$ cat config.mk
export PLATFORM = sky130hd
export DESIGN_NAME = binary_angle_atan2_flat
export DESIGN_NICKNAME = d
export VERILOG_FILES = /design/src/sv/baa_pkg.sv /design/src/sv/baa_if.sv /design/src/sv/baa_div_stage.sv /design/src/sv/binary_angle_atan2.sv /design/src/flat_wrapper.sv
export SDC_FILE = /design/constraint.sdc
export NUM_CORES = 1
export LEC_CHECK = 0
export BUFFER_PORTS_ARGS = -buffer_cell sky130_fd_sc_hd__buf_2
export CORE_MARGIN = 2
export CORE_UTILIZATION = 55
export CTS_CLUSTER_DIAMETER = 120
export CTS_CLUSTER_SIZE = 8
export DETAILED_ROUTE_END_ITERATION = 10
export PLACE_DENSITY_LB_ADDON = 0.3
export SLEW_MARGIN = 5
export SYNTH_ARGS = -nofsm -noshare
export SYNTH_HDL_FRONTEND = slang
export SYNTH_SLANG_ARGS = --single-unit
$ cat constraint.sdc
create_clock -name clk -period 8 [get_ports clk]
set_input_delay 0.4 -clock clk [delete_from_list [all_inputs] [get_ports clk]]
set_output_delay 0.4 -clock clk [all_outputs]
set_load 0.02 [all_outputs]
$ cat src/sv/baa_pkg.sv
// Shared types, constants and the tangent table for the binary-angle atan2 block.
package baa_pkg;

  // Quotient of the smaller over the larger magnitude, scaled by 8192 (0..8192).
  localparam int QUO_W           = 14;
  localparam int STEPS_PER_STAGE = 2;
  localparam int DIV_STAGES      = QUO_W / STEPS_PER_STAGE;

  // Front end, divider stages, table search and output register.
  localparam int PIPE_DEPTH = DIV_STAGES + 3;

  localparam int TAN_ENTRIES = 33;
  localparam int IDX_W       = 6;
  localparam int ANG_W       = 8;

  // Octant base angles (a full turn wraps to zero).
  localparam logic [ANG_W-1:0] ANG_ZERO          = 8'h00;
  localparam logic [ANG_W-1:0] ANG_QUARTER       = 8'h40;
  localparam logic [ANG_W-1:0] ANG_HALF          = 8'h80;
  localparam logic [ANG_W-1:0] ANG_THREE_QUARTER = 8'hC0;

  typedef logic [QUO_W-1:0] tan_t;

  // tan(i * pi/128) scaled by 8192.
  localparam tan_t TAN_TABLE [TAN_ENTRIES] = '{
    14'd0,    14'd201,  14'd402,  14'd604,  14'd806,  14'd1010, 14'd1215, 14'd1421,
    14'd1629, 14'd1839, 14'd2051, 14'd2267, 14'd2485, 14'd2706, 14'd2931, 14'd3160,
    14'd3393, 14'd3631, 14'd3874, 14'd4123, 14'd4378, 14'd4640, 14'd4910, 14'd5187,
    14'd5473, 14'd5769, 14'd6075, 14'd6393, 14'd6723, 14'd7066, 14'd7424, 14'd7799,
    14'd8192
  };

  // Octant information that travels alongside the division.
  typedef struct packed {
    logic [ANG_W-1:0] base;
    logic             sub;
    logic             zero;
  } side_t;

endpackage

$ cat src/sv/baa_if.sv
// Valid/ready channel interfaces for the vector input and the angle result.
interface baa_in_if #(parameter int COORD_BITS = 18);
  logic                         valid;
  logic                         ready;
  logic signed [COORD_BITS-1:0] vec_x;
  logic signed [COORD_BITS-1:0] vec_y;

  modport source (output valid, output vec_x, output vec_y, input ready);
  modport sink   (input valid, input vec_x, input vec_y, output ready);
endinterface

interface baa_out_if import baa_pkg::*; ();
  logic             valid;
  logic             ready;
  logic [ANG_W-1:0] angle;
  logic             zero_vector;

  modport source (output valid, output angle, output zero_vector, input ready);
  modport sink   (input valid, input angle, input zero_vector, output ready);
endinterface

$ cat src/sv/baa_div_stage.sv
// One pipeline stage of the restoring divider, two quotient bits per stage.
module baa_div_stage import baa_pkg::*; #(
  parameter int MAG_W = 18
) (
  input  logic             clk,
  input  logic             rst_n,
  input  logic             en,
  input  logic             in_valid,
  input  logic [MAG_W-1:0] in_rem,
  input  logic [MAG_W:0]   in_den2,
  input  logic [QUO_W-1:0] in_quo,
  input  side_t            in_side,
  output logic             out_valid,
  output logic [MAG_W-1:0] out_rem,
  output logic [MAG_W:0]   out_den2,
  output logic [QUO_W-1:0] out_quo,
  output side_t            out_side
);

  logic             valid_r;
  logic [MAG_W-1:0] rem_r, rem_nxt;
  logic [MAG_W:0]   den2_r;
  logic [QUO_W-1:0] quo_r, quo_nxt;
  side_t            side_r;

  // Shift, compare against the doubled divisor and subtract, once per quotient bit.
  always_comb begin
    logic [MAG_W:0] t;
    rem_nxt = in_rem;
    quo_nxt = in_quo;
    t       = '0;
    for (int s = 0; s < STEPS_PER_STAGE; s++) begin
      t = {rem_nxt, 1'b0};
      if (t >= in_den2) begin
        rem_nxt = MAG_W'(t - in_den2);
        quo_nxt = {quo_nxt[QUO_W-2:0], 1'b1};
      end else begin
        rem_nxt = t[MAG_W-1:0];
        quo_nxt = {quo_nxt[QUO_W-2:0], 1'b0};
      end
    end
  end

  // The valid bit is control state; the payload only loads on advance.
  always_ff @(posedge clk) begin
    if (!rst_n) begin
      valid_r <= 1'b0;
    end else if (en) begin
      valid_r <= in_valid;
    end
  end

  always_ff @(posedge clk) begin
    if (en) begin
      rem_r  <= rem_nxt;
      den2_r <= in_den2;
      quo_r  <= quo_nxt;
      side_r <= in_side;
    end
  end

  assign out_valid = valid_r;
  assign out_rem   = rem_r;
  assign out_den2  = den2_r;
  assign out_quo   = quo_r;
  assign out_side  = side_r;

endmodule

$ cat src/sv/binary_angle_atan2.sv
// Top level: direction of a negated signed vector as an 8-bit binary angle.
//
// A vector (vec_x, vec_y) enters on the in_ch channel and one result
// (angle, zero_vector) leaves on the out_ch channel for every input transfer,
// in order. The angle is the direction of (-vec_x, -vec_y), 256 steps per turn.
// A zero vector gives angle 0 with zero_vector set.
// The input transfer loads the front-end stage (negate, fold into an octant),
// which is followed by seven divider stages, the tangent-table search stage
// and the output register.
// The 14-bit quotient comes from a restoring divider that resolves two bits
// per stage, so while out_ch does not stall an item can enter every cycle and
// throughput is one transfer per cycle.
// Synchronous active-low reset clears every valid bit; no item is in flight
// afterwards and in_ch.ready is high.
// When the receiver stalls, the result holds on out_ch. Stages behind it keep
// advancing into empty slots, so in_ch.ready only drops once all ten stages
// hold items.
module binary_angle_atan2 import baa_pkg::*; #(
  parameter int COORD_BITS = 18
) (
  input  logic       clk,
  input  logic       rst_n,
  baa_in_if.sink     in_ch,
  baa_out_if.source  out_ch
);

  localparam int MAG_W = COORD_BITS;

  // ---------------------------------------------------------------------------
  // Front end: negate, take magnitudes and classify the octant.
  // ---------------------------------------------------------------------------
  logic signed [COORD_BITS:0] xe, ye, xa_w, ya_w;
  logic [MAG_W-1:0]           ax, ay, num, den;
  logic                       xp, yp, gt;
  side_t                      side_nxt;

  always_comb begin
    xe   = {in_ch.vec_x[COORD_BITS-1], in_ch.vec_x};
    ye   = {in_ch.vec_y[COORD_BITS-1], in_ch.vec_y};
    xa_w = xe[COORD_BITS] ? -xe : xe;
    ya_w = ye[COORD_BITS] ? -ye : ye;
    ax   = xa_w[MAG_W-1:0];
    ay   = ya_w[MAG_W-1:0];
    // After negation a component is positive when the input was negative.
    xp   = in_ch.vec_x[COORD_BITS-1];
    yp   = in_ch.vec_y[COORD_BITS-1];
    gt   = ax > ay;
    num  = gt ? ay : ax;
    den  = gt ? ax : ay;
  end

  // Octant base angle and whether the table index is added or subtracted.
  always_comb begin
    side_nxt.zero = (ax == '0) && (ay == '0);
    case ({xp, yp, gt})
      3'b111: begin
        side_nxt.base = ANG_ZERO;
        side_nxt.sub  = 1'b0;
      end
      3'b110: begin
        side_nxt.base = ANG_QUARTER;
        side_nxt.sub  = 1'b1;
      end
      3'b101: begin
        side_nxt.base = ANG_ZERO;
        side_nxt.sub  = 1'b1;
      end
      3'b100: begin
        side_nxt.base = ANG_THREE_QUARTER;
        side_nxt.sub  = 1'b0;
      end
      3'b011: begin
        side_nxt.base = ANG_HALF;
        side_nxt.sub  = 1'b1;
      end
      3'b010: begin
        side_nxt.base = ANG_QUARTER;
        side_nxt.sub  = 1'b0;
      end
      3'b001: begin
        side_nxt.base = ANG_HALF;
        side_nxt.sub  = 1'b0;
      end
      default: begin
        side_nxt.base = ANG_THREE_QUARTER;
        side_nxt.sub  = 1'b1;
      end
    endcase
  end

  // ---------------------------------------------------------------------------
  // Pipeline registers and per-stage advance enables.
  // ---------------------------------------------------------------------------
  logic             s0_valid_r;
  logic [MAG_W-1:0] s0_rem_r;
  logic [MAG_W:0]   s0_den2_r;
  side_t            s0_side_r;

  logic             t_valid_r;
  logic [IDX_W-1:0] t_idx_r, t_idx_nxt;
  side_t            t_side_r;

  logic             o_valid_r;
  logic [ANG_W-1:0] o_angle_r, o_angle_nxt;
  logic             o_zero_r;

  logic                  en_s0, en_t, en_o;
  logic [DIV_STAGES-1:0] d_en;

  logic             d_valid [DIV_STAGES+1];
  logic [MAG_W-1:0] d_rem   [DIV_STAGES+1];
  logic [MAG_W:0]   d_den2  [DIV_STAGES+1];
  logic [QUO_W-1:0] d_quo   [DIV_STAGES+1];
  side_t            d_side  [DIV_STAGES+1];

  // A stage advances when it is empty or the stage after it advances.
  assign en_o  = !o_valid_r || out_ch.ready;
  assign en_t  = !t_valid_r || en_o;
  assign en_s0 = !s0_valid_r || d_en[0];

  assign in_ch.ready = en_s0;

  // Front-end register; the divisor is doubled so every divider step shifts alike.
  always_ff @(posedge clk) begin
    if (!rst_n) begin
      s0_valid_r <= 1'b0;
    end else if (en_s0) begin
      s0_valid_r <= in_ch.valid;
    end
  end

  always_ff @(posedge clk) begin
    if (en_s0) begin
      s0_rem_r  <= num;
      s0_den2_r <= {den, 1'b0};
      s0_side_r <= side_nxt;
    end
  end

  assign d_valid[0] = s0_valid_r;
  assign d_rem[0]   = s0_rem_r;
  assign d_den2[0]  = s0_den2_r;
  assign d_quo[0]   = '0;
  assign d_side[0]  = s0_side_r;

  // ---------------------------------------------------------------------------
  // Divider stages: quotient = smaller * 8192 / larger.
  // ---------------------------------------------------------------------------
  for (genvar g = 0; g < DIV_STAGES; g++) begin : g_div
    if (g == DIV_STAGES - 1) begin : g_last
      assign d_en[g] = !d_valid[g+1] || en_t;
    end else begin : g_mid
      assign d_en[g] = !d_valid[g+1] || d_en[g+1];
    end

    baa_div_stage #(.MAG_W(MAG_W)) u_div_stage (
      .clk       (clk),
      .rst_n     (rst_n),
      .en        (d_en[g]),
      .in_valid  (d_valid[g]),
      .in_rem    (d_rem[g]),
      .in_den2   (d_den2[g]),
      .in_quo    (d_quo[g]),
      .in_side   (d_side[g]),
      .out_valid (d_valid[g+1]),
      .out_rem   (d_rem[g+1]),
      .out_den2  (d_den2[g+1]),
      .out_quo   (d_quo[g+1]),
      .out_side  (d_side[g+1])
    );
  end

  // ---------------------------------------------------------------------------
  // Table search: first entry not below the quotient, else the last entry.
  // ---------------------------------------------------------------------------
  always_comb begin
    t_idx_nxt = IDX_W'(TAN_ENTRIES - 1);
    for (int i = TAN_ENTRIES - 2; i >= 0; i--) begin
      if (d_quo[DIV_STAGES] <= TAN_TABLE[i]) begin
        t_idx_nxt = IDX_W'(i);
      end
    end
  end

  always_ff @(posedge clk) begin
    if (!rst_n) begin
      t_valid_r <= 1'b0;
    end else if (en_t) begin
      t_valid_r <= d_valid[DIV_STAGES];
    end
  end

  always_ff @(posedge clk) begin
    if (en_t) begin
      t_idx_r  <= t_idx_nxt;
      t_side_r <= d_side[DIV_STAGES];
    end
  end

  // ---------------------------------------------------------------------------
  // Map the index back to the full circle; the sum wraps modulo one turn.
  // ---------------------------------------------------------------------------
  always_comb begin
    if (t_side_r.zero) begin
      o_angle_nxt = ANG_ZERO;
    end else if (t_side_r.sub) begin
      o_angle_nxt = t_side_r.base - ANG_W'(t_idx_r);
    end else begin
      o_angle_nxt = t_side_r.base + ANG_W'(t_idx_r);
    end
  end

  always_ff @(posedge clk) begin
    if (!rst_n) begin
      o_valid_r <= 1'b0;
    end else if (en_o) begin
      o_valid_r <= t_valid_r;
    end
  end

  always_ff @(posedge clk) begin
    if (en_o) begin
      o_angle_r <= o_angle_nxt;
      o_zero_r  <= t_side_r.zero;
    end
  end

  assign out_ch.valid       = o_valid_r;
  assign out_ch.angle       = o_angle_r;
  assign out_ch.zero_vector = o_zero_r;

endmodule

$ cat src/flat_wrapper.sv
// flat-port wrapper written by rule: the top's interface ports become plain ports
module binary_angle_atan2_flat import baa_pkg::*;
#(
  parameter int COORD_BITS = 18
)
  (clk, rst_n, in_ch_valid, in_ch_vec_x, in_ch_vec_y, in_ch_ready, out_ch_valid, out_ch_angle, out_ch_zero_vector, out_ch_ready);
  baa_in_if #(.COORD_BITS(COORD_BITS)) in_ch_i ();
  baa_out_if out_ch_i ();
  input  logic clk;
  input  logic rst_n;
  input wire logic [$bits(in_ch_i.valid)-1:0] in_ch_valid;
  input wire logic [$bits(in_ch_i.vec_x)-1:0] in_ch_vec_x;
  input wire logic [$bits(in_ch_i.vec_y)-1:0] in_ch_vec_y;
  output wire logic [$bits(in_ch_i.ready)-1:0] in_ch_ready;
  output wire logic [$bits(out_ch_i.valid)-1:0] out_ch_valid;
  output wire logic [$bits(out_ch_i.angle)-1:0] out_ch_angle;
  output wire logic [$bits(out_ch_i.zero_vector)-1:0] out_ch_zero_vector;
  input wire logic [$bits(out_ch_i.ready)-1:0] out_ch_ready;
  assign in_ch_i.valid = in_ch_valid;
  assign in_ch_i.vec_x = in_ch_vec_x;
  assign in_ch_i.vec_y = in_ch_vec_y;
  assign in_ch_ready = in_ch_i.ready;
  assign out_ch_valid = out_ch_i.valid;
  assign out_ch_angle = out_ch_i.angle;
  assign out_ch_zero_vector = out_ch_i.zero_vector;
  assign out_ch_i.ready = out_ch_ready;
  binary_angle_atan2 #(.COORD_BITS(COORD_BITS)) u_core (.clk(clk), .rst_n(rst_n), .in_ch(in_ch_i), .out_ch(out_ch_i));
endmodule
== Yosys cells after proc, flatten, opt, wreduce, memory -nomap -nowiden ==
Cells that the tools add are included.
Widths: inputs -> output; s select.

* Add/subtract/negate cells: 17
* $lt $le $gt $ge: 47
* Eq/ne operators: 7
* Muxes and demuxes: 64
* Reductions and logical operators: 28

{| class="wikitable"
|+ Operators with widths
! cell !! number
|-
| $mux 18 || 17
|-
| $ge 19x19->1 || 14
|-
| $sub 18x18->18 || 13
|-
| $le 14x13->1 const B || 13
|-
| $le 14x12->1 const B || 9
|-
| $mux 5 || 15
|-
| $pmux 9 s7 || 1
|-
| $le 14x11->1 const B || 4
|-
| $le 14x10->1 const B || 3
|-
| $logic_not 18->1 || 2
|-
| $neg 18->18 || 2
|-
| $mux 4 || 8
|-
| $reduce_or 31->1 || 1
|-
| $gt 18x18->1 || 1
|-
| $reduce_or 16->1 || 1
|-
| $mux 1 || 15
|-
| $le 14x1->1 const B || 1
|-
| $le 14x8->1 const B || 1
|-
| $le 14x9->1 const B || 1
|-
| $eq 3x3->1 const B || 4
|-
| $mux 3 || 4
|-
| $logic_not 1->1 || 10
|-
| $logic_or 1x1->1 || 10
|-
| $add 8x6->8 || 1
|-
| other kinds (10) || 12
|}

* Flip-flop bits (word level): 423
* Output and inout bits: 11
* Word-level logic and storage cells: 235

== Longest topological paths before layout ==
Gate-level depths: netlist of the first run.

* Word-level depth: 32
* Mapped depth: 24

== By module ==
Synthesis of the first run repeated with hierarchy kept, for this count alone.

* Cell total of the unflattened synthesis: 3305
* Area total of the unflattened synthesis: 35228.8 um^2

{| class="wikitable"
|+ Modules (own cells, without submodules)
! module !! instances !! cells each !! area each (um^2) !! seq. area each (um^2)
|-
| baa_div_stage at u_core.g_div[0].u_div_stage ... || 6 || 392 || 4275.4 || 1851.8
|-
| binary_angle_atan2 || 1 || 600 || 5500.3 || 2011.9
|-
| baa_div_stage at u_core.g_div[6].u_div_stage || 1 || 353 || 4076.4 || 1851.8
|}

== Worst setup path before layout of the first run ==
OpenSTA, ideal clock, no wires.

* Path kind: register -> register
* Start: register u_core.g_div[0].u_div_stage.den2_r[1]
* End: register u_core.g_div[1].u_div_stage.rem_r[10] (data pin)
* Arrival time: 5184 ps
* Slack: 2556 ps
* Cell stages (with the launch flop): 23
* Buffers on the path: 2
* Clock period less this slack: 5444 ps
* Cells stage by stage: edfxtp_1 inv_1 fa_1 a211oi_1 o21ai_0 a211oi_1 o21bai_1 a21o_1 a221oi_1 o21ai_1 buf_2 mux2i_1 ha_1 a21o_1 a21oi_1 nor3b_1 a211o_1 a21boi_1 o21a_1 nor3_2 clkinv_1 buf_1 mux2_2

* Word-level cells in the longest chain between the ends: 4
* Elaborated cells on any way between the ends: 6

{| class="wikitable"
|+ RTL lines
! what !! RTL line !! RTL
|-
| from (decl) || baa_div_stage.sv:22 || <nowiki>logic [MAG_W:0] den2_r;</nowiki>
|-
| from (signal assigned) || baa_div_stage.sv:56 || <nowiki>den2_r <= in_den2;</nowiki>
|-
| $sub 18x18->18 or $ge 19x19->1 (tied branches) || baa_div_stage.sv:35, baa_div_stage.sv:34 ||
|-
| $mux 18 || baa_div_stage.sv:34 || <nowiki>if (t >= in_den2) begin</nowiki>
|-
| $sub 18x18->18 or $ge 19x19->1 (tied branches) || baa_div_stage.sv:35, baa_div_stage.sv:34 ||
|-
| $mux 18 * || baa_div_stage.sv:34 ||
|-
| net u_core.g_div[1].u_div_stage.rem_nxt[10] || baa_div_stage.sv:21 || <nowiki>logic [MAG_W-1:0] rem_r, rem_nxt;</nowiki>
|-
| to (signal assigned) || baa_div_stage.sv:55 || <nowiki>rem_r <= rem_nxt;</nowiki>
|-
| to (decl) || baa_div_stage.sv:21 ||
|}

Mark *: on every way through the listed nets, which the timed path passes. The rest lies on a longest branch.
A chain may end at the register's enable or synchronous reset.

== Final worst setup path of the first run ==
* Start: register u_core.g_div[0].u_div_stage.den2_r[1]
* End: register u_core.g_div[1].u_div_stage.rem_r[13] (data pin)

The elaborated chain is that of the path after synthesis.

==> metrics.md, run 1 <==
| Metric | Value |
|---|---|
| Buffers added on ports | `50` |
| Cells after Synth | `2624` |
| Core Rows | `80` |
| Largest stage delay on the critical path | `590 ps` |
| Post-Synth Adder-Cell Area | `0.131` |
| Die X-Extent | `225 um` |
| Final core occ | `0.609` |
| Global placement routability congestion | `0.959` |
| Clock transition at path regs | `50 ps` |
| Top cells by count, synth | `edfxtp_1, ha_1, inv_1` |
| Critical-path top delay cell | `clkinv_1` |
| Worst setup EP type | `register` |
| DIE HEIGHT | `225 um` |
| Top cells by area, synth | `edfxtp_1, ha_1, mux2_2` |
| Wire length per cell | `19.2 um` |
| Die area | `50500 sq um` |
| Postcts setup bufs | `0` |
| Combinational family with the most area after synthesis | `compound AO/OA/AOI/OAI gates` |
| Buffer and inverter count on the worst path | `3` |
| YS warnings | `0` |
| Crit path cell chain | `inv_1 > fa_1 > a211oi_1 > o21ai_0 > a211oi_1 > o21bai_1 > a21o_1 > a221oi_1 > o21ai_1 > buf_4 > mux2_2 > ha_1 > o21a_1 > o31a_1 > o311ai_1 > a211o_1 > a21boi_1 > o21a_1 > nor3_2 > clkinv_1 > mux2_2` |
| Worst Path Required | `8320 ps` |
| CTS Root Buffer Type | `clkbuf_16` |
| Critical path's top delay family | `compound AO/OA/AOI/OAI gates` |
| Clock sinks | `363` |
| Clk_lat worst skew | `610 ps` |
| H-Tree Depth | `2` |
| Largest net degree at the start of global routing | `52` |
| Post-synth cell types | `84` |
| R2R Setup Slk | `1490 ps` |
| Worst-Margin Slew | `1110 ps` |
| TritonCTS Buffers | `51` |
| Post-synth top area share | `0.396` |
| Post-Syn Nets | `2940` |
| TritonCTS clock tree | `built` |
| Multiplexer share of the synthesized area | `0.0765` |
| RSZ-0062 raised after global routing | `no` |
| Fin crit period | `6510 ps` |
| Vias in the first global route | `20100` |
| Post-Synth Simple-Gate Area | `0.119` |
| Mean Syn Cell Area | `10.2 sq um` |
| Area growth syn-to-layout | `8.96%` |
| Worst Setup Start Kind | `register` |
| Max Freq | `154 MHz` |
| Asr flop ratio synth | `0` |
| Nets | `3000` |
| Core area | `47900 sq um` |
| Cell taking the most area after synthesis | `edfxtp_1` |
| Most frequent cell after synthesis | `edfxtp_1` |
| Drt drc | `0` |
| Share of cells above drive strength 1 | `0.117` |
| Crit path kind | `reg -> reg` |
| Via Count | `20300` |
| Routed WL | `63.7 mm` |
| Final Hold Viols | `0` |
| Synth Area in XOR/XNOR | `0.0712` |
| GRT Total Usage | `0.252` |
| Final number of setup-violating endpoints | `0` |
| Setup tns final | `0 ps` |
| Min-delay worst type | `in -> reg` |
| Number of max-cap violations | `0` |
| Initial antenna violation count | `0` |
| DP HPWL | `48.9 mm` |
| Compound-Gate Fraction of Synth Area | `0.161` |
| Number of enable flip-flop cells after synthesis | `353` |
| Highest fanout seen on the critical path | `19` |
| Final slew viol count | `0` |
| First-pass GRT wire length | `103 mm` |
| Crit path DAT | `6820 ps` |
| Post-Syn Area | `26800 sq um` |
| Antenna diodes | `0` |
| Register bit total from synthesis | `363` |
| Cts repair resizes | `0` |
| Final Cycle Share | `0.813` |
| Starting DRT DRC Count | `1455` |
| Drt pass-1 iters | `6` |
| Cts hold-fix bufs | `0` |
| Slew Limit Headroom | `0.258` |
| Post-synthesis sequential area ratio | `0.403` |
| CTS Buffer Depth | `3` |
| Status | `finished clean` |
| Vias per inst | `6.12` |
| Skew final | `52.4 ps` |
| Final ANT Viol Nets | `0` |
| Ys flop type | `edfxtp_1` |
| Gr ovfl total | `0` |
| IO Count | `51` |
| Initial Util | `0.559` |
[flip-flops by register name, summed over array words and instances (netlist names)]
| signal | cells |
|---|---|
| u_core.d_side | 4 |
| u_core.g_div.u_div_stage.out_den2 | 108 |
| u_core.g_div.u_div_stage.out_quo | 56 |
| u_core.g_div.u_div_stage.out_rem | 102 |
| u_core.g_div.u_div_stage.out_side | 28 |
| u_core.g_div.u_div_stage.out_valid | 7 |
| u_core.out_ch.angle | 8 |
| u_core.out_ch.valid | 1 |
| u_core.out_ch.zero_vector | 1 |
| u_core.s0_den2_r | 18 |
| u_core.s0_rem_r | 18 |
| u_core.s0_valid_r | 1 |
| u_core.t_idx_r | 6 |
| u_core.t_side_r | 4 |
| u_core.t_valid_r | 1 |
[layout make-up]
type                       instances  area, sq um
clock buffer                      66         1330
clock inverter                     4         97.6
fill                            3855        18700
inverter                         209          785
multi-input combinational       1991        15000
sequential                       363        10800
tap                              615          769
timing repair buffer              68          385
[through the flow]
stage	hold WS (ps)	setup slack, ps	instance area [sq um]	std cells
after floorplan	400	2560	26800	2624
after global placement	401	1590	27800	3246
after detailed placement	405	1610	27800	3246
after CTS	11.0	1520	29200	3316
after global routing	36.9	932	29200	3316
final	43.2	1490	29200	3316
[tightest hold or removal path, delay by kind of cell]
kind	cells	cell delay, ps
AOI/OAI and AO/OA	1	60
buffers and inverters	2	140
[routing by layer]
layer	vias to the layer above	GRT usage	part of all wire
li1	9855	-	-
met1	9729	0.324	0.44
met2	557	0.433	0.48
met3	154	0.0278	0.043
met4	0	0.106	0.037
met5	-	0	0
[logic make-up after synthesis]
| group | after synthesis |
|---|---|
| XOR/XNOR | 217 |
| buffers and inverters | 270 |
| AND/OR/NAND/NOR | 636 |
| multiplexers | 187 |
| adder cells (fa/ha/maj) | 276 |
| flip-flops | 363 |
| AO/OA/AOI/OAI | 675 |
[path summary, 6_finish.rpt]
path / start / to / depth (start not counted)
setup / recovery: u_core.g_div[0].u_div_stage.out_den2[1] / u_core.g_div[1].u_div_stage.out_rem[13] / 21
hold / removal: in_ch_valid / u_core.s0_valid_r / 3
setup reg to reg: u_core.g_div[0].u_div_stage.out_den2[1] / u_core.g_div[1].u_div_stage.out_rem[13] / 21
hold reg to reg: u_core.g_div[3].u_div_stage.out_quo[1] / u_core.g_div[4].u_div_stage.out_quo[3] / 0
[placed cells by master (no fill, tap or decap), types with 39 or more instances in the layout]
master     synthesis  layout
nor3_1            46      46
buf_2              2      50
o21ai_0          145     143
nand2_1          144     142
o21a_1            39      39
mux2i_1           45      45
edfxtp_1         353     353
ha_1             268     268
nor2_1           165     165
a21o_1            76      76
clkbuf_16          0      51
xor2_1            97      97
a21oi_1          201     199
xnor2_1          119     119
mux2_2           141     141
inv_1            207     205
Power of run 1 is not shown: default switching activity piles up to over one toggle a cycle in this logic, so the estimate is an artifact.
==> inputs of run 2 (changes only) <==
- clock period: 8 -> 6.5 ns (I/O delays scaled with it)
==> run 2 against run 1 <==
Against the previous run:
- setup slack got worse by 1100 ps
- global-route usage decreased by 0.32 points
- register-to-register slack worse by 1100 ps
- first-iteration DRC count up 8.4%
- design area up 0.24%
- die area is the same
- fmax rose by 6.1%
==> metrics.md, run 2 (same netlist as run 1, synthesis figures left out) <==
| Metric | Value |
|---|---|
| Status | `finished clean (unchanged)` |
| Vias per inst | `6.11 (was 6.12)` |
| Die area | `50500 sq um (unchanged)` |
| Nets | `3008 (was 3000)` |
| Starting DRT DRC Count | `1577 (was 1455)` |
| IO Count | `51 (unchanged)` |
| Die X-Extent | `225 um (unchanged)` |
| Highest fanout seen on the critical path | `17 (was 19)` |
| Gr ovfl total | `0 (unchanged)` |
| Wire length per cell | `19.0 um (was 19.2 um)` |
| TritonCTS clock tree | `built (unchanged)` |
| Drt pass-1 iters | `6 (unchanged)` |
| Initial Util | `0.559 (unchanged)` |
| Worst Path Required | `6840 ps (was 8320 ps)` |
| Final ANT Viol Nets | `0 (unchanged)` |
| Largest net degree at the start of global routing | `52 (unchanged)` |
| Min-delay worst type | `in -> reg (unchanged)` |
| CTS Buffer Depth | `3 (unchanged)` |
| Via Count | `20300 (about the same)` |
| Number of max-cap violations | `0 (unchanged)` |
| CTS Root Buffer Type | `clkbuf_16 (unchanged)` |
| Crit path kind | `reg -> reg (unchanged)` |
| Worst-Margin Slew | `1090 ps (was 1110 ps)` |
| Routed WL | `63.1 mm (was 63.7 mm)` |
| TritonCTS Buffers | `51 (unchanged)` |
| Skew final | `27.6 ps (was 52.4 ps)` |
| DP HPWL | `48.4 mm (was 48.9 mm)` |
| Clock sinks | `363 (unchanged)` |
| Slew Limit Headroom | `0.272 (was 0.258)` |
| Drt drc | `0 (unchanged)` |
| Vias in the first global route | `19900 (was 20100)` |
| Fin crit period | `6140 ps (was 6510 ps)` |
| Final Cycle Share | `0.944 (was 0.813)` |
| Max reg flops | `108 (unchanged)` |
| Share of cells above drive strength 1 | `0.120 (was 0.117)` |
| First-pass GRT wire length | `102 mm (was 103 mm)` |
| Commonest non-fill, non-tap cells in the layout | `edfxtp_1, ha_1, inv_1 (unchanged)` |
| Core Rows | `80 (unchanged)` |
| Core area | `47900 sq um (unchanged)` |
| GRT Total Usage | `0.249 (was 0.252)` |
| Antenna diodes | `0 (unchanged)` |
| DIE HEIGHT | `225 um (unchanged)` |
| Final core occ | `0.610 (was 0.609)` |
| Worst setup EP type | `register (unchanged)` |
| Most common cell after layout, fill and taps aside | `edfxtp_1 (unchanged)` |
| Area growth syn-to-layout | `9.22% (was 8.96%)` |
| Buffers added on ports | `50 (unchanged)` |
| Worst Setup Start Kind | `register (unchanged)` |
| Final Hold Viols | `0 (unchanged)` |
| Clk_lat worst skew | `600 ps (was 610 ps)` |
| Crit path DAT | `6470 ps (was 6820 ps)` |
| Final number of setup-violating endpoints | `0 (unchanged)` |
| Global placement routability congestion | `0.934 (was 0.959)` |
| Final slew viol count | `0 (unchanged)` |
| Clock transition at path regs | `50 ps (about the same)` |
| Max Freq | `163 MHz (was 154 MHz)` |
| Initial antenna violation count | `0 (unchanged)` |
| H-Tree Depth | `2 (unchanged)` |
[run 2: cell types whose count changed in the layout (fill, tap and decap cells not counted), sizes merged]
cell         before  now
inv             206  207
clkinv            6    4
clkbuf           66   65
dlygate4sd3       0    1
buf              68   74
o31ai            19   20
[run 2: routing by layer]
layer  up-vias  GRT usage  share of wire
met5         -          0              0
met4         0     0.0957          0.036
met3       148     0.0358          0.048
met2       577      0.422           0.48
met1      9704      0.323           0.44
li1       9879          -              -
[run 2: final cells by class]
| type | instances | area (sq um) |
|---|---|---|
| fill | 3839 | 18700 |
| tap | 615 | 769 |
| clock buffer | 65 | 1350 |
| clock inverter | 3 | 57.6 |
| inverter | 209 | 785 |
| sequential | 363 | 10800 |
| multi-input combinational | 1992 | 15100 |
| timing repair buffer | 75 | 440 |
[run 2: worst paths after layout]
check | start | to | slack [ps] | cells past startpoint
min | rst_n | u_core.g_div[3].u_div_stage.out_valid | 40 | 2
max reg2reg | u_core.g_div[2].u_div_stage.out_den2[10] | u_core.g_div[3].u_div_stage.out_rem[13] | 360 | 19
min reg2reg | u_core.g_div[1].u_div_stage.out_quo[1] | u_core.g_div[2].u_div_stage.out_quo[3] | 410 | 0
max | u_core.g_div[2].u_div_stage.out_den2[10] | u_core.g_div[3].u_div_stage.out_rem[13] | 360 | 19
[run 2: critical path, stage by stage (launching register included)]
cell       delay [ps]
edfxtp_1          370
inv_1             110
ha_1              280
a21o_1            190
a21o_1            220
a2111oi_0         450
nor3_1            160
nor4_1            670
o31ai_4           260
mux2_2            360
ha_1              380
a21o_1            210
or3_1             360
a31oi_1           190
o21ai_0           160
a31oi_1           310
o21bai_1          130
nand4_1           200
nand2_1           440
mux2_2            440
[run 2: timing repair]
action,CTS,global route
hold buffers,1,0
gates resized for setup,0,5
buffers inserted,0,1
endpoints found under the setup margin,0,62
endpoints found under the hold margin,1,0
[run 2: through the flow]
step	area (sq um)	worst slack [ps]	hold slack (ps)	setup TNS (ps)	cells
floorplan	26800	1060	400	0	2624
global placement	27800	362	400	0	3251
detailed placement	27800	85.1	405	0	3251
CTS	29200	46.9	9.33	0	3320
global route	29300	-6.08	34.2	-10.0	3322
finish	29300	364	37.6	0	3322
Power of run 2 is left out for the same reason.
==> inputs of run 3 (changes only) <==
- CTS_BUF_LIST: default -> sky130_fd_sc_hd__clkbuf_4
- clock period: 6.5 -> 7.5 ns (I/O delays scaled with it)
==> run 3 against run 2 <==
Against the previous run:
- final cell count up 1.3%
- count of clock-buffer cells in the layout up 1
- core utilization down 1.0 points
- non-clock buffer count up 40
- design area down 1.7%
- critical path depth up 2
- sequential share of layout area up 0.64 points
- fmax down 6.7%
- critical path type unchanged
- critical endpoint is now u_core.g_div[1].u_div_stage.out_rem[13]
==> metrics.md, run 3 (same netlist as run 1, synthesis figures left out) <==
| Metric | Value |
|---|---|
| Largest net degree at the start of global routing | `52 (unchanged)` |
| Fill count | `3937 (was 3839)` |
| TritonCTS clock tree | `built (unchanged)` |
| R2R cell count | `21 (was 19)` |
| Global placement routability congestion | `0.989 (was 0.934)` |
| DP HPWL | `48.8 mm (was 48.4 mm)` |
| Wire length per cell | `19.0 um (about the same)` |
| Worst-Margin Slew | `1100 ps (was 1090 ps)` |
| Max Freq | `152 MHz (was 163 MHz)` |
| Vias per inst | `6.13 (was 6.11)` |
| DIE HEIGHT | `225 um (unchanged)` |
| CTS Root Buffer Type | `clkbuf_4 (was clkbuf_16)` |
| Min-delay worst type | `in -> reg (unchanged)` |
| Highest fanout seen on the critical path | `19 (was 17)` |
| Final ANT Viol Nets | `0 (unchanged)` |
| Most common cell after layout, fill and taps aside | `edfxtp_1 (unchanged)` |
| Core Rows | `80 (unchanged)` |
| Area of the multi-input gates | `15000 sq um (was 15100 sq um)` |
| Final number of setup-violating endpoints | `0 (unchanged)` |
| Crit path kind | `reg -> reg (unchanged)` |
| Worst Setup Start Kind | `register (unchanged)` |
| Buffers added on ports | `50 (unchanged)` |
| Number of max-cap violations | `0 (unchanged)` |
| Die area | `50500 sq um (unchanged)` |
| Drt pass-1 iters | `6 (unchanged)` |
| Sequential standard cell area | `10800 sq um (unchanged)` |
| Status | `finished clean (unchanged)` |
| GRT Total Usage | `0.254 (was 0.249)` |
| Clock sinks | `363 (unchanged)` |
| Fin crit period | `6580 ps (was 6140 ps)` |
| Skew final | `50.6 ps (was 27.6 ps)` |
| Final Hold Viols | `0 (unchanged)` |
| First-pass GRT wire length | `104 mm (was 102 mm)` |
| H-Tree Depth | `2 (unchanged)` |
| Worst Path Required | `8040 ps (was 6840 ps)` |
| Vias in the first global route | `20400 (was 19900)` |
| Setup tns final | `0 ps (unchanged)` |
| TritonCTS Buffers | `51 (unchanged)` |
| Cts repair resizes | `0 (unchanged)` |
| Crit path DAT | `7120 ps (was 6470 ps)` |
| Die X-Extent | `225 um (unchanged)` |
| Gr ovfl total | `0 (unchanged)` |
| Initial Util | `0.559 (unchanged)` |
| Drt drc | `0 (unchanged)` |
| Via Count | `20600 (was 20300)` |
| Clk_lat worst skew | `830 ps (was 600 ps)` |
| IO Count | `51 (unchanged)` |
| Area growth syn-to-layout | `7.37% (was 9.22%)` |
| Slew Limit Headroom | `0.266 (was 0.272)` |
| Max reg flops | `108 (unchanged)` |
| Postcts setup bufs | `0 (unchanged)` |
| Clock transition at path regs | `100 ps (was 50 ps)` |
| RSZ-0062 raised after global routing | `no` |
| Cts hold-fix bufs | `46 (was 1)` |
| Commonest non-fill, non-tap cells in the layout | `edfxtp_1, ha_1, inv_1 (unchanged)` |
| Share of cells above drive strength 1 | `0.120 (about the same)` |
| CTS Buffer Depth | `3 (unchanged)` |
| Nets | `3047 (was 3008)` |
| Starting DRT DRC Count | `1526 (was 1577)` |
| Worst setup EP type | `register (unchanged)` |
| Core area | `47900 sq um (unchanged)` |
| Final slew viol count | `0 (unchanged)` |
| Routed WL | `64.1 mm (was 63.1 mm)` |
| Final Cycle Share | `0.877 (was 0.944)` |
| Initial antenna violation count | `2 (was 0)` |
| Worst Hold Depth | `3 (was 2)` |
## run 3: cell count changes in the layout (fill, tap and decap cells not counted), sizes merged
cell         change
o31ai            -1
buf              -5
diode            +2
clkinv           +1
clkbuf           +1
dlygate4sd3     +45
## run 3: per-stage QoR
step	setup slack (ps)	area, sq um	std cells	hold WS, ps	utilization
floorplan	2060	26800	2624	400	-
global placement	1360	27800	3247	400	0.579
detailed placement	1100	27800	3247	405	0.579
CTS	1010	28800	3363	3.48	0.600
global route	409	28800	3365	15.0	0.600
finish	923	28800	3365	88.9	0.600
## run 3: cell type report
type / instances / area share
Antenna cell: 2 / 0.000174
Sequential cell: 363 / 0.375
Tap cell: 615 / 0.0267
Clock inverter: 4 / 0.00126
Clock buffer: 66 / 0.0172
Timing Repair Buffer: 115 / 0.0297
Inverter: 209 / 0.0273
Multi-Input combinational cell: 1991 / 0.522
## run 3: final timing paths
check	to	slack, ps	start
min	u_core.s0_den2_r[8]	90	in_ch_vec_y[7]
min reg2reg	u_core.g_div[3].u_div_stage.out_quo[5]	410	u_core.g_div[2].u_div_stage.out_quo[3]
max	u_core.g_div[1].u_div_stage.out_rem[13]	920	u_core.g_div[0].u_div_stage.out_den2[1]
max reg2reg	u_core.g_div[1].u_div_stage.out_rem[13]	920	u_core.g_div[0].u_div_stage.out_den2[1]
## run 3: layer usage
layer | GRT usage | part of all wire | vias to the layer above
li1 | - | - | 9969
met1 | 0.332 | 0.44 | 9883
met2 | 0.431 | 0.48 | 628
met3 | 0.0336 | 0.047 | 150
met4 | 0.0944 | 0.036 | 0
met5 | 0 | 0 | -
## run 3: worst max-delay path, cell delays in order (launching register included)
cell and delay [ps]:
edfxtp_1 480, inv_1 150, fa_1 510, a211oi_1 320, o21ai_0 260, a211oi_1 340
o21bai_1 110, a21o_1 190, a221oi_1 250, o21ai_1 110, buf_4 230, mux2_2 320
ha_1 340, o21a_1 200, o31a_1 150, o311ai_1 510, a211o_1 220, a21boi_1 80
o21a_1 190, nor3_2 290, clkinv_1 580, mux2_2 470
Power of run 3 is left out for the same reason.
